`src/design/irpd_pkg.sv`:
```
// Shared types and constants for the pulse-distance infrared decoder.
// Used by irpd_regs, irpd_window, irpd_fsm and the top level.
// No dependencies.
`timescale 1ns / 1ps
`default_nettype none

package irpd_pkg;

  // Frame geometry
  localparam int ADDR_WIDTH  = 16;
  localparam int CMD_BITS    = 8;
  localparam int ADDR_OUT_W  = 16;
  localparam int CMD_OUT_W   = 8;
  localparam int TIME_W      = 32;
  localparam int CFG_W       = 16;
  localparam int CNT_W       = 5;
  localparam int CFG_IDX_W   = 3;

  // Register indexes on the configuration port
  typedef enum logic [CFG_IDX_W-1:0] {
    REG_START_PULSE  = 3'd0,
    REG_START_PERIOD = 3'd1,
    REG_DATA_PULSE   = 3'd2,
    REG_ZERO_PERIOD  = 3'd3,
    REG_ONE_PERIOD   = 3'd4,
    REG_STOP_PULSE   = 3'd5,
    REG_TOLERANCE    = 3'd6,
    REG_ADDRESS_BITS = 3'd7
  } reg_index_t;

  // Reset values of the timing registers
  localparam logic [CFG_W-1:0] RST_START_PULSE  = 16'd9000;
  localparam logic [CFG_W-1:0] RST_START_PERIOD = 16'd13500;
  localparam logic [CFG_W-1:0] RST_DATA_PULSE   = 16'd562;
  localparam logic [CFG_W-1:0] RST_ZERO_PERIOD  = 16'd1125;
  localparam logic [CFG_W-1:0] RST_ONE_PERIOD   = 16'd2250;
  localparam logic [CFG_W-1:0] RST_STOP_PULSE   = 16'd562;
  localparam logic [CFG_W-1:0] RST_TOLERANCE    = 16'd200;
  localparam logic [CNT_W-1:0] RST_ADDRESS_BITS = 5'd8;

  // Result status codes
  typedef enum logic [1:0] {
    ST_OK    = 2'd0,
    ST_SHORT = 2'd1,
    ST_HIGH  = 2'd2,
    ST_LONG  = 2'd3
  } status_t;

  // Decoder phase, one-hot
  typedef enum logic [4:0] {
    PH_IDLE  = 5'b00001,
    PH_START = 5'b00010,
    PH_ADDR  = 5'b00100,
    PH_CMD   = 5'b01000,
    PH_STOP  = 5'b10000
  } phase_t;

  // Configuration register bank
  typedef struct packed {
    logic [CFG_W-1:0] start_pulse_us;
    logic [CFG_W-1:0] start_period_us;
    logic [CFG_W-1:0] data_pulse_us;
    logic [CFG_W-1:0] zero_period_us;
    logic [CFG_W-1:0] one_period_us;
    logic [CFG_W-1:0] stop_pulse_us;
    logic [CFG_W-1:0] tolerance_us;
    logic [CNT_W-1:0] address_bits;
  } cfg_t;

  // Position of the elapsed time against one window
  typedef struct packed {
    logic below_lo;
    logic below_hi;
  } win_t;

  // One result beat
  typedef struct packed {
    status_t               status;
    logic                  frame_done;
    logic [ADDR_OUT_W-1:0] address_out;
    logic [CMD_OUT_W-1:0]  command_out;
  } result_t;

endpackage

`default_nettype wire

```
`src/design/irpd_regs.sv`:
```
// Configuration register bank of the infrared decoder.
// Depends on irpd_pkg.
`timescale 1ns / 1ps
`default_nettype none

module irpd_regs (
  input  wire logic                          clk,
  input  wire logic                          rst,
  input  wire logic                          cfg_we,
  input  wire logic [irpd_pkg::CFG_IDX_W-1:0] cfg_index,
  input  wire logic [irpd_pkg::CFG_W-1:0]     cfg_data,
  output irpd_pkg::cfg_t                     cfg
);
  import irpd_pkg::*;

  // Register writes, one per cycle, no read-back
  always_ff @(posedge clk) begin
    if (rst) begin
      cfg.start_pulse_us  <= RST_START_PULSE;
      cfg.start_period_us <= RST_START_PERIOD;
      cfg.data_pulse_us   <= RST_DATA_PULSE;
      cfg.zero_period_us  <= RST_ZERO_PERIOD;
      cfg.one_period_us   <= RST_ONE_PERIOD;
      cfg.stop_pulse_us   <= RST_STOP_PULSE;
      cfg.tolerance_us    <= RST_TOLERANCE;
      cfg.address_bits    <= RST_ADDRESS_BITS;
    end else if (cfg_we) begin
      case (reg_index_t'(cfg_index))
        REG_START_PULSE:  cfg.start_pulse_us  <= cfg_data;
        REG_START_PERIOD: cfg.start_period_us <= cfg_data;
        REG_DATA_PULSE:   cfg.data_pulse_us   <= cfg_data;
        REG_ZERO_PERIOD:  cfg.zero_period_us  <= cfg_data;
        REG_ONE_PERIOD:   cfg.one_period_us   <= cfg_data;
        REG_STOP_PULSE:   cfg.stop_pulse_us   <= cfg_data;
        REG_TOLERANCE:    cfg.tolerance_us    <= cfg_data;
        REG_ADDRESS_BITS: cfg.address_bits    <= cfg_data[CNT_W-1:0];
        default: ;
      endcase
    end
  end

endmodule

`default_nettype wire

```
`src/design/irpd_window.sv`:
```
// Timing window test: elapsed time against [nominal - tol, nominal + tol).
// Lower bound saturates at zero. Depends on irpd_pkg.
`timescale 1ns / 1ps
`default_nettype none

module irpd_window (
  input  wire logic [irpd_pkg::TIME_W-1:0] elapsed,
  input  wire logic [irpd_pkg::CFG_W-1:0]  nominal,
  input  wire logic [irpd_pkg::CFG_W-1:0]  tolerance,
  output irpd_pkg::win_t                  win
);
  import irpd_pkg::*;

  logic [CFG_W-1:0] lo;
  logic [CFG_W:0]   hi;

  // Bounds
  assign lo = (nominal > tolerance) ? (nominal - tolerance) : '0;
  assign hi = {1'b0, nominal} + {1'b0, tolerance};

  // Upper bound itself counts as beyond the window
  assign win.below_lo = elapsed < {{(TIME_W-CFG_W){1'b0}}, lo};
  assign win.below_hi = elapsed < {{(TIME_W-CFG_W-1){1'b0}}, hi};

endmodule

`default_nettype wire

```
`src/design/irpd_fsm.sv`:
```
// Frame state machine and bit collection of the infrared decoder.
// Holds phase, bit count, symbol start time and the shift registers.
// Depends on irpd_pkg and irpd_window.
`timescale 1ns / 1ps
`default_nettype none

module irpd_fsm (
  input  wire logic                        clk,
  input  wire logic                        rst,
  input  wire logic                        step,
  input  wire logic                        func,
  input  wire logic                        line_level,
  input  wire logic [irpd_pkg::TIME_W-1:0] time_us,
  input  wire irpd_pkg::cfg_t              cfg,
  output irpd_pkg::result_t                result
);
  import irpd_pkg::*;

  localparam logic [CNT_W-1:0] CMD_LAST = CNT_W'(CMD_BITS);

  phase_t                 phase, phase_next;
  logic [CNT_W-1:0]       bit_counter, bit_counter_next;
  logic [TIME_W-1:0]      symbol_start_time, symbol_start_time_next;
  logic [ADDR_WIDTH-1:0]  address_shift, address_shift_next;
  logic [CMD_BITS-1:0]    command_shift, command_shift_next;

  logic [TIME_W-1:0] elapsed;
  logic [CFG_W-1:0]  nom0, nom1, nom2, short_p, long_p;
  logic              short_v;
  win_t              w0, w1, w2;
  logic              sym_done, sym_bit;
  logic [CNT_W-1:0]  cnt_inc;
  status_t           status;
  logic              frame_done;

  assign elapsed = time_us - symbol_start_time;

  // The shorter period decodes as its own bit value; ties go to the one-symbol
  always_comb begin
    if (cfg.zero_period_us < cfg.one_period_us) begin
      short_p = cfg.zero_period_us;
      long_p  = cfg.one_period_us;
      short_v = 1'b0;
    end else begin
      short_p = cfg.one_period_us;
      long_p  = cfg.zero_period_us;
      short_v = 1'b1;
    end
  end

  // Window nominals chosen by phase: pulse, first period, second period
  always_comb begin
    case (phase)
      PH_START: begin
        nom0 = cfg.start_pulse_us;
        nom1 = cfg.start_period_us;
      end
      PH_STOP: begin
        nom0 = cfg.stop_pulse_us;
        nom1 = short_p;
      end
      default: begin
        nom0 = cfg.data_pulse_us;
        nom1 = short_p;
      end
    endcase
    nom2 = long_p;
  end

  irpd_window u_win0 (.elapsed(elapsed), .nominal(nom0), .tolerance(cfg.tolerance_us), .win(w0));
  irpd_window u_win1 (.elapsed(elapsed), .nominal(nom1), .tolerance(cfg.tolerance_us), .win(w1));
  irpd_window u_win2 (.elapsed(elapsed), .nominal(nom2), .tolerance(cfg.tolerance_us), .win(w2));

  assign cnt_inc = bit_counter + CNT_W'(1);

  // Next state and status for one sample
  always_comb begin
    phase_next             = phase;
    bit_counter_next       = bit_counter;
    symbol_start_time_next = symbol_start_time;
    address_shift_next     = address_shift;
    command_shift_next     = command_shift;
    status                 = ST_OK;
    frame_done             = 1'b0;
    sym_done               = 1'b0;
    sym_bit                = 1'b0;

    if (func) begin
      // restart
      phase_next             = PH_IDLE;
      bit_counter_next       = '0;
      symbol_start_time_next = '0;
      address_shift_next     = '0;
      command_shift_next     = '0;
    end else begin
      case (phase)
        PH_START: begin
          if (w0.below_lo) begin
            if (!line_level) status = ST_SHORT;
          end else if (w0.below_hi) begin
          end else if (w1.below_lo) begin
            if (line_level) status = ST_HIGH;
          end else if (w1.below_hi) begin
            if (line_level) begin
              symbol_start_time_next = time_us;
              phase_next             = PH_ADDR;
            end
          end else begin
            status = ST_LONG;
          end
        end

        PH_ADDR, PH_CMD: begin
          // data symbol classification
          if (w0.below_lo) begin
            if (!line_level) status = ST_SHORT;
          end else if (w0.below_hi) begin
          end else if (w1.below_lo) begin
            if (line_level) status = ST_HIGH;
          end else if (w1.below_hi) begin
            sym_done = line_level;
            sym_bit  = short_v;
          end else if (w2.below_lo) begin
            if (line_level) status = ST_HIGH;
          end else if (w2.below_hi) begin
            sym_done = line_level;
            sym_bit  = ~short_v;
          end else begin
            status = ST_LONG;
          end

          // bit store, least significant first
          if (sym_done) begin
            if (phase == PH_ADDR) begin
              for (int i = 0; i < ADDR_WIDTH; i++) begin
                if (bit_counter == CNT_W'(i)) address_shift_next[i] = sym_bit;
              end
            end else begin
              for (int i = 0; i < CMD_BITS; i++) begin
                if (bit_counter == CNT_W'(i)) command_shift_next[i] = sym_bit;
              end
            end
            bit_counter_next       = cnt_inc;
            symbol_start_time_next = time_us;
            if (phase == PH_ADDR && cnt_inc == cfg.address_bits) begin
              phase_next       = PH_CMD;
              bit_counter_next = '0;
            end else if (phase == PH_CMD && cnt_inc == CMD_LAST) begin
              phase_next       = PH_STOP;
              bit_counter_next = '0;
            end
          end
        end

        PH_STOP: begin
          if (w0.below_lo) begin
            if (!line_level) status = ST_SHORT;
          end else if (w0.below_hi) begin
            if (!line_level) begin
              frame_done = 1'b1;
              phase_next = PH_IDLE;
            end
          end else begin
            if (line_level) status = ST_HIGH;
          end
        end

        default: begin
          // idle: a high level opens a frame
          phase_next = PH_IDLE;
          if (line_level) begin
            phase_next             = PH_START;
            symbol_start_time_next = time_us;
          end
        end
      endcase
    end
  end

  // State update on each processed beat
  always_ff @(posedge clk) begin
    if (rst) begin
      phase             <= PH_IDLE;
      bit_counter       <= '0;
      symbol_start_time <= '0;
      address_shift     <= '0;
      command_shift     <= '0;
    end else if (step) begin
      phase             <= phase_next;
      bit_counter       <= bit_counter_next;
      symbol_start_time <= symbol_start_time_next;
      address_shift     <= address_shift_next;
      command_shift     <= command_shift_next;
    end
  end

  // Result fields show the shift registers after this sample
  assign result.status      = status;
  assign result.frame_done  = frame_done;
  assign result.address_out = ADDR_OUT_W'(address_shift_next);
  assign result.command_out = CMD_OUT_W'(command_shift_next);

endmodule

`default_nettype wire

```
`src/design/ir_pulse_distance_decoder.sv`:
```
// Top level of the pulse-distance (NEC style) infrared frame decoder.
// Depends on irpd_pkg, irpd_regs, irpd_window and irpd_fsm.
//
//  Channel  Direction  Beat contents
//  s_*      in         tuser: func; tdata: line_level, time_us[31:0], pad
//  m_*      out        tlast: frame_done; tdata: status, address_out, command_out, pad
//  cfg_*    in         write enable, register index 0..7, 16-bit data
//
// One beat per cycle in unless m_tready stalls, one result beat per input beat out.
// The path runs through the input register, then the decode logic into the result register.
// The single decode pass sets the sustained rate, one sample per clock unless m_tready stalls.
// A stall on m_tready holds the result; an empty input register still takes one more beat.
// rst is synchronous; it returns the registers and the decoder state to their defaults.
`timescale 1ns / 1ps
`default_nettype none

module ir_pulse_distance_decoder (
  input  wire logic        clk,
  input  wire logic        rst,
  // input samples
  input  wire logic        s_tvalid,
  output      logic        s_tready,
  input  wire logic [39:0] s_tdata,   // [0] line_level, [32:1] time_us, [39:33] zero
  input  wire logic        s_tuser,   // [0] func
  // results
  output      logic        m_tvalid,
  input  wire logic        m_tready,
  output      logic [31:0] m_tdata,   // [1:0] status, [17:2] address_out,
                                      // [25:18] command_out, [31:26] zero
  output      logic        m_tlast,   // frame_done
  // configuration
  input  wire logic        cfg_we,
  input  wire logic [2:0]  cfg_index,
  input  wire logic [15:0] cfg_data
);
  import irpd_pkg::*;

  cfg_t              cfg;
  result_t           result;
  result_t           out_q;
  logic              in_valid;
  logic              in_func;
  logic              in_level;
  logic [TIME_W-1:0] in_time;
  logic              advance;
  logic              step;

  irpd_regs u_regs (
    .clk       (clk),
    .rst       (rst),
    .cfg_we    (cfg_we),
    .cfg_index (cfg_index),
    .cfg_data  (cfg_data),
    .cfg       (cfg)
  );

  // Pipeline control
  assign advance  = ~m_tvalid | m_tready;
  assign step     = in_valid & advance;
  assign s_tready = ~in_valid | advance;

  // Input register
  always_ff @(posedge clk) begin
    if (rst) begin
      in_valid <= 1'b0;
    end else if (s_tready) begin
      in_valid <= s_tvalid;
    end
  end

  always_ff @(posedge clk) begin
    if (s_tvalid && s_tready) begin
      in_func  <= s_tuser;
      in_level <= s_tdata[0];
      in_time  <= s_tdata[TIME_W:1];
    end
  end

  irpd_fsm u_fsm (
    .clk        (clk),
    .rst        (rst),
    .step       (step),
    .func       (in_func),
    .line_level (in_level),
    .time_us    (in_time),
    .cfg        (cfg),
    .result     (result)
  );

  // Result register
  always_ff @(posedge clk) begin
    if (rst) begin
      m_tvalid <= 1'b0;
    end else if (advance) begin
      m_tvalid <= in_valid;
    end
  end

  always_ff @(posedge clk) begin
    if (step) begin
      out_q <= result;
    end
  end

  assign m_tlast = out_q.frame_done;
  assign m_tdata = {6'd0, out_q.command_out, out_q.address_out, out_q.status};

  // A finished frame always carries an ok status
  a_done_ok: assert property (@(posedge clk) disable iff (rst)
    (m_tvalid && m_tlast) |-> (m_tdata[1:0] == ST_OK))
    else $error("frame_done with non-ok status");

  // A processed sample always lands in the result register
  a_step_out: assert property (@(posedge clk) disable iff (rst)
    step |=> m_tvalid)
    else $error("processed beat lost");

  // A restart gives an all-zero result
  a_restart: assert property (@(posedge clk) disable iff (rst)
    (step && in_func) |=> (m_tdata == 32'd0 && !m_tlast))
    else $error("restart result not cleared");

  // An empty input register never refuses a beat
  a_ready: assert property (@(posedge clk) disable iff (rst)
    !in_valid |-> s_tready)
    else $error("input stalled while empty");

endmodule

`default_nettype wire

```
`config.mk`:
```
export PLATFORM = sky130hd
export DESIGN_NAME = ir_pulse_distance_decoder
export DESIGN_NICKNAME = d
export VERILOG_FILES = /design/src/design/irpd_pkg.sv /design/src/design/irpd_regs.sv /design/src/design/irpd_window.sv /design/src/design/irpd_fsm.sv /design/src/design/ir_pulse_distance_decoder.sv
export SDC_FILE = /design/constraint.sdc
export NUM_CORES = 1
export LEC_CHECK = 0
export BUFFER_PORTS_ARGS = -buffer_cell sky130_fd_sc_hd__clkbuf_2
export CORE_MARGIN = 2
export CORE_UTILIZATION = 50
export DETAILED_ROUTE_END_ITERATION = 10
export MAX_ROUTING_LAYER = met4
export PLACE_DENSITY = 0.63
export SYNTH_ARGS = -nofsm -noshare
export SYNTH_HDL_FRONTEND = slang
export SYNTH_SLANG_ARGS = --single-unit
```
`constraint.sdc`:
```
create_clock -name clk -period 18.1 [get_ports clk]
set_input_delay 2.715 -clock clk [delete_from_list [all_inputs] [get_ports clk]]
set_output_delay 2.715 -clock clk [all_outputs]
set_load 0.05 [all_outputs]
```
==> results.py, run 1 <==
metrics = {
    "clock_network": {
        "clock_latency_ns": 0.56,
        "cts_sinks": 246,
        "cts_resized": 0,
        "cts_buffers": 28,
        "tritoncts": "yes",
        "holdBufCountCts": 0,
        "clk_pin_slew_worst_paths_ns": 0.06,
        "cts.path.max_buffers": 3,
        "root_buffer": "clkbuf_16",
        "post_cts_buffers": 0,
        "cts_max_level": 1,
    },
    "power_and_ir_drop": {
        "clkPwrFrac_pct": 35.5,
        "p_leak_nw": 8.870,
        "switching_power_mw": 0.5604,
        "seq_power_share_pct": 34.9,
        "intPower_mw": 1.131,
        "switching_share_pct": 33.13,
        "p_per_area_nw_per_um2": 81.16,
        "combPwrFrac_pct": 29.7,
        "ir_drop_mv": 0.06788,
    },
    "timing": {
        "clock_skew_ns": 0.01253,
        "final_period_minus_worst_setup_slack_ns": 9.644,
        "hold_violations": 0,
        "timing.final.ws_setup_ns": 8.456,
        "slew_viol_final": 0,
        "tightest_slew_ns": 1.188,
        "setup_violations": 0,
        "tns_ns": 0,
        "period_share_pct": 53.28,
        "max_slew_margin_pct": 20.52,
        "fmax_mhz": 103.7,
        "rsz0062_at_grt": "no",
    },
    "drt": {
        "routed_wl_microns": 55710,
        "drtIter0Drc": 1220,
        "wl_per_cell_microns": 18.90,
        "drtPass1Iterations": 5,
        "final_antenna_net_count": 0,
        "vias_per_cell": 5.844,
        "vias": 17230,
        "drc": 0,
    },
    "synthesis": {
        "synthCells": 2408,
        "syn_area_sq_um": 19170,
        "yosys_warnings": 0,
        "synth-seq-cells": 246,
        "synth_area_leaders": "dfxtp_1, ha_1, edfxtp_1",
        "ys_types": 83,
        "synth.top_cell.area_share_pct": 19.32,
        "yosysTopAreaCell": "dfxtp_1",
        "synth_edf_count": 61,
        "ys.flop_type": "dfxtp_1",
        "ys_async_sr_fraction_pct": 0,
        "synth_seq_area_share_pct": 28.88,
        "syn_area_per_cell_sq_um": 7.960,
    },
    "grt": {
        "grt_max_degree": 95,
        "grt_pass1_vias": 16270,
        "antenna_found_initial": 0,
        "grt_usage_pct": 28.72,
        "overflow": 0,
        "grt_pass1_wl_microns": 87980,
    },
    "worst_setup_path": {
        "worst_setup_path_start_kind": "flip-flop",
        "required_ns": 18.38,
        "crit_arrival_ns": 9.93,
        "critPathSlowestCell": "a2111oi_0",
        "end_kind": "flip-flop",
        "crit_fanout": 13,
        "rr_worst_depth": 33,
        "slowest_delay_ns": 0.92,
        "critPathKind": "reg2reg",
    },
    "hold_path": {
        "holdPathStages": 2,
        "hp-class": "reg2reg",
    },
    "flow_run": {
        "cap_violations": 0,
    },
    "final_layout": {
        "final_util_pct": 55.33,
        "nets": 2730,
        "syn2layout_area_growth_pct": 8.741,
        "final_common_cell": "nand2_1",
        "final_layout_size_suffix_gt1_share_pct": 8.781,
        "diodes": 0,
        "final_cell_mix": "nand2_1, ha_1, a21oi_1",
    },
    "placement": {
        "portBuffers": 86,
        "place.gp.congestion": 0.9111,
        "hpwl_microns": 42050,
        "pre_cts_slack_ns": 8.680,
    },
    "floorplanning": {
        "io_pins": 100,
        "start_util_pct": 50.89,
        "die_x_microns": 199.8,
        "row_count": 71,
        "die_h_microns": 199.8,
        "core_area_sq_um": 37670,
        "fp.dieArea_sq_um": 39920,
    },
    "outcome": {
        "status": "complete, no violations",
    },
}
-- stage by stage --
step           instances  hold WS [ns]  cell area [sq um]  power (mW)
6_report            2948        0.4549              20840       1.691
5_1_grt             2948        0.4798              20840       1.780
4_1_cts             2948        0.4551              20840       1.693
3_5_place_dp        2896        0.4469              19860       1.093
3_3_place_gp        2896        0.4413              19860       1.082
2_1_floorplan       2413        0.4317              19190      0.9602
-- worst max-delay path: cells and delay by family (launching register included) --
kind	cells	cell delay, ns
AO/OA/AOI/OAI	18	4.80
buffers and inverters	1	0.07
AND/OR/NAND/NOR	8	2.68
multiplexers	2	0.36
XOR/XNOR	1	0.15
flip-flops	1	0.33
adder cells (fa/ha/maj)	3	0.96
-- power groups by stage --
stage / combinational (mW) / sequential [mW] / clock [mW]
floorplan: 0.351 / 0.609 / 0
global placement: 0.481 / 0.601 / 0
detailed placement: 0.492 / 0.601 / 0
CTS: 0.495 / 0.590 / 0.608
global route: 0.560 / 0.592 / 0.628
finish: 0.502 / 0.590 / 0.600
-- final cells by class --
| type | count | area, sq um |
|---|---|---|
| timing repair buffer | 108 | 598.1 |
| inverter | 144 | 540.5 |
| tap | 511 | 639.4 |
| sequential | 246 | 5535 |
| clock inverter | 7 | 93.84 |
| multi-input combinational | 1887 | 12550 |
| fill | 3613 | 16820 |
| clock buffer | 45 | 885.9 |
-- registers in the layout (all words and copies together) (netlist names) --
| register | cells |
|---|---|
| u_regs.cfg | 117 |
| in_time | 32 |
| u_fsm.symbol_start_time | 32 |
| m_tdata | 26 |
| u_fsm.address_shift | 16 |
| u_fsm.command_shift | 8 |
| u_fsm.bit_counter | 5 |
| u_fsm.phase | 5 |
| in_func | 1 |
| in_level | 1 |
| in_valid | 1 |
| m_tlast | 1 |
| m_tvalid | 1 |
-- path summary, 6_finish.rpt --
check	start	slack, ns	end
max	u_regs.cfg[38]	8.46	m_tdata[21]
min	u_regs.cfg[69]	0.45	u_regs.cfg[69]
max reg2reg	u_regs.cfg[38]	8.46	m_tdata[21]
min reg2reg	u_regs.cfg[69]	0.45	u_regs.cfg[69]
-- cell usage after synthesis (all sizes together), types with 15 or more instances --
cell type / number
nand4: 46
and3: 23
o21ai: 137
a31oi: 25
a22oi: 15
dfxtp: 185
mux2i: 54
o21bai: 19
nor2: 131
xnor2: 77
nand2b: 28
buf: 33
nand3: 67
clkbuf: 103
a21o: 45
and2: 15
xor2: 20
ha: 243
a21oi: 241
nand2: 415
nor2b: 29
inv: 143
edfxtp: 61
a32o: 33
nor3: 24
-- metal layers --
metal	vias to the layer above	part of all wire, %	global-route usage, %
met5	-	0	-
met4	0	4.2	11.14
met3	109	4.7	2.789
met2	465	46	45.79
met1	8134	45	37.69
li1	8521	-	-
-- kinds of logic (layout without fill, tap and decap cells) --
family / after synthesis / after routing / share of synthesized area [%]
AO/OA/AOI/OAI: 631 / 631 / 20.82
XOR/XNOR: 97 / 97 / 4.432
adder cells (fa/ha/maj): 250 / 250 / 16.59
buffers and inverters: 280 / 304 / 5.934
flip-flops: 246 / 246 / 28.88
multiplexers: 56 / 56 / 2.938
other: 1 / 6 / 0.01956
AND/OR/NAND/NOR: 847 / 847 / 20.38
(Power assumes the default switching activity.)
==> run 2: changes to the inputs <==
- ABC_AREA: not set -> 1
- PLACE_DENSITY: 0.63 -> 0.66
- clock period: 18.1 -> 8.6 ns (I/O delays scaled with it)
==> run 2 against run 1 <==
Critical endpoint is now u_fsm.symbol_start_time[25]. Setup slack worse by 7.8 ns. Cell area up 7.2%. Worst hold slack better by 0.0012 ns. Global-route usage up 0.39 points. Critical path type unchanged. Clock skew down 0.0042 ns. Largest cell class unchanged. Register-to-register slack worse by 7.8 ns.
==> results.py, run 2 <==
metrics = {
    "worst_setup_path": {
        "rrSetupSlack_ns": 0.64,
        "startpoint": "u_regs.cfg[38]",
        "rr_worst_depth": 40,
        "worst_setup_path_start_kind": "flip-flop",
        "endpoint": "u_fsm.symbol_start_time[25]",
        "required_ns": 9.11,
        "path_common_cell": "nand2_1",
        "critPathSlowestCell": "nand3_4",
        "r2r-start": "u_regs.cfg[38]",
        "end_kind": "flip-flop",
        "slowest_delay_ns": 0.52,
        "critPathKind": "reg2reg",
        "crit_arrival_ns": 8.47,
        "crit_fanout": 49,
        "r2r_end": "u_fsm.symbol_start_time[25]",
    },
    "floorplanning": {
        "row_count": 74,
        "die_h_microns": 206.3,
        "start_util_pct": 50.34,
        "io_pins": 100,
        "fp.dieArea_sq_um": 42550,
        "core_area_sq_um": 40650,
        "die_x_microns": 206.3,
    },
    "final_layout": {
        "final_cell_mix": "nand2_1, inv_1, nor2_1",
        "final_layout_size_suffix_gt1_share_pct": 6.939,
        "final_common_cell": "nand2_1",
        "largest_reg_flops": 117,
        "fin_area_sq_um": 22350,
        "largest_register": "u_regs.cfg",
        "nets": 3478,
        "syn2layout_area_growth_pct": 9.216,
        "largestRegisters": "u_regs.cfg (117), in_time (32), u_fsm.symbol_start_time (32)",
        "final_cells": 3718,
    },
    "drt": {
        "drtIter0Drc": 1519,
        "drtPass1Iterations": 5,
        "drc": 0,
        "wl_per_cell_microns": 16.44,
        "vias": 19760,
        "vias_per_cell": 5.313,
        "final_antenna_net_count": 0,
        "routed_wl_microns": 61140,
    },
    "synthesis": {
        "yosys-top-cells-count": "nand2_1, inv_1, nor2_1",
        "synth_area_leaders": "dfxtp_1, nand2_1, ha_1",
        "ys_async_sr_fraction_pct": 0,
        "post-synth-top-count-cell": "nand2_1",
        "synth.top_cell.area_share_pct": 18.10,
        "ys_types": 54,
        "syn_area_sq_um": 20460,
        "synth-seq-cells": 246,
        "syn_area_per_cell_sq_um": 6.555,
        "yosys_warnings": 0,
        "synth_seq_area_share_pct": 27.05,
        "synthCells": 3121,
        "yosysTopAreaCell": "dfxtp_1",
        "synth_edf_count": 61,
        "ys.flop_type": "dfxtp_1",
    },
    "clock_network": {
        "clk_pin_slew_worst_paths_ns": 0.06,
        "root_buffer": "clkbuf_16",
        "clock_latency_ns": 0.58,
        "post_cts_buffers": 0,
        "cts_resized": 0,
        "cts_buffers": 28,
        "holdBufCountCts": 0,
        "tritoncts": "yes",
        "cts_max_level": 1,
        "cts_sinks": 246,
        "cts.path.max_buffers": 3,
    },
    "grt": {
        "grt_usage_pct": 29.11,
        "overflow": 0,
        "grt_max_degree": 87,
        "grt_pass1_vias": 18450,
        "antenna_found_initial": 1,
        "grt_pass1_wl_microns": 95970,
    },
    "timing": {
        "clock_skew_ns": 0.008326,
        "slew_viol_final": 0,
        "max_slew_margin_pct": 20.67,
        "hold_violations": 0,
        "fmax_mhz": 125.6,
        "period_share_pct": 92.60,
        "tightest_slew_ns": 1.186,
        "final_period_minus_worst_setup_slack_ns": 7.964,
        "setup_violations": 0,
        "timing.final.ws_setup_ns": 0.6362,
    },
    "flow_run": {
        "cap_violations": 0,
    },
    "power_and_ir_drop": {
        "p_leak_nw": 11.29,
        "report.power.total_mw": 4.230,
        "ir_drop_mv": 0.1445,
        "p_per_area_nw_per_um2": 189.3,
    },
    "hold_path": {
        "min-delay-start": "u_regs.cfg[114]",
        "hp-class": "reg2reg",
    },
    "placement": {
        "portBuffers": 86,
        "placed_cells": 3665,
        "hpwl_microns": 47320,
        "pre_cts_slack_ns": 0.5856,
        "placed_cell_area_sq_um": 21340,
        "place.gp.congestion": 0.9772,
    },
    "outcome": {
        "status": "complete, no violations",
    },
}
## run 2: cell types whose count changed after synthesis, sizes merged, moves of 54 or more
cell   change
nand3    +121
nor2     +245
nand2    +415
mux2i     -54
xnor2     -68
inv      +300
## run 2: worst min-delay path by stage
| stage | to | slack [ns] | cells after the start |
|---|---|---|---|
| after global routing | u_regs.cfg[110] | 0.47 | 2 |
| after floorplan | u_regs.cfg[70] | 0.43 | 2 |
| after detailed placement | u_regs.cfg[114] | 0.44 | 2 |
| after CTS | u_regs.cfg[101] | 0.46 | 2 |
| final | u_regs.cfg[114] | 0.46 | 2 |
| after global placement | u_regs.cfg[30] | 0.44 | 2 |
## run 2: final cells by class
type | instances | area [sq um]
fillers | 4093 | 18300
inverters | 448 | 1684
clock buffers | 35 | 757.0
clock inverters | 17 | 241.5
diodes | 1 | 2.502
flip-flops and latches | 246 | 5535
multi-input cells | 2324 | 12810
well taps | 532 | 665.6
repair buffers | 115 | 648.1
## run 2: metrics by stage
| step | TNS [ns] | hold slack [ns] | util [%] |
|---|---|---|---|
| after detailed placement | 0 | 0.4436 | 52.49 |
| after CTS | 0 | 0.4591 | 54.95 |
| after global placement | 0 | 0.4377 | 52.49 |
| after global routing | -0.05508 | 0.4702 | 54.97 |
| final | 0 | 0.4561 | 54.97 |
| after floorplan | 0 | 0.4292 | - |
## run 2: worst max-delay path: cells and delay by family, from the launching register on
kind | cells | cell delay (ns)
compound gates | 15 | 2.80
xor+xnor | 1 | 0.13
simple gates | 18 | 2.99
buf+inv | 3 | 0.58
flops | 1 | 0.30
fa+ha+maj | 3 | 1.04
## run 2: kinds of logic after synthesis
logic type | synth area share [%]
AND/OR/NAND/NOR | 30.77
buffers and inverters | 10.52
AO/OA/AOI/OAI | 13.27
adder cells (fa/ha/maj) | 15.55
flip-flops | 27.05
XOR/XNOR | 2.825
other | 0.01833
## run 2: power by group
| part | switching (mW) | total (mW) | internal, mW |
|---|---|---|---|
| registers | 0.0348 | 1.28 | 1.25 |
| logic | 1.08 | 1.65 | 0.578 |
| clock network | 0.519 | 1.30 | 0.777 |
## run 2: routing by layer
layer | up-vias | wire length [microns] | GRT usage, %
li1 | 10130 | - | -
met1 | 9044 | 27020 | 35.74
met2 | 476 | 28900 | 49.48
met3 | 107 | 2771 | 3.059
met4 | 0 | 2449 | 10.51
met5 | - | 0 | -
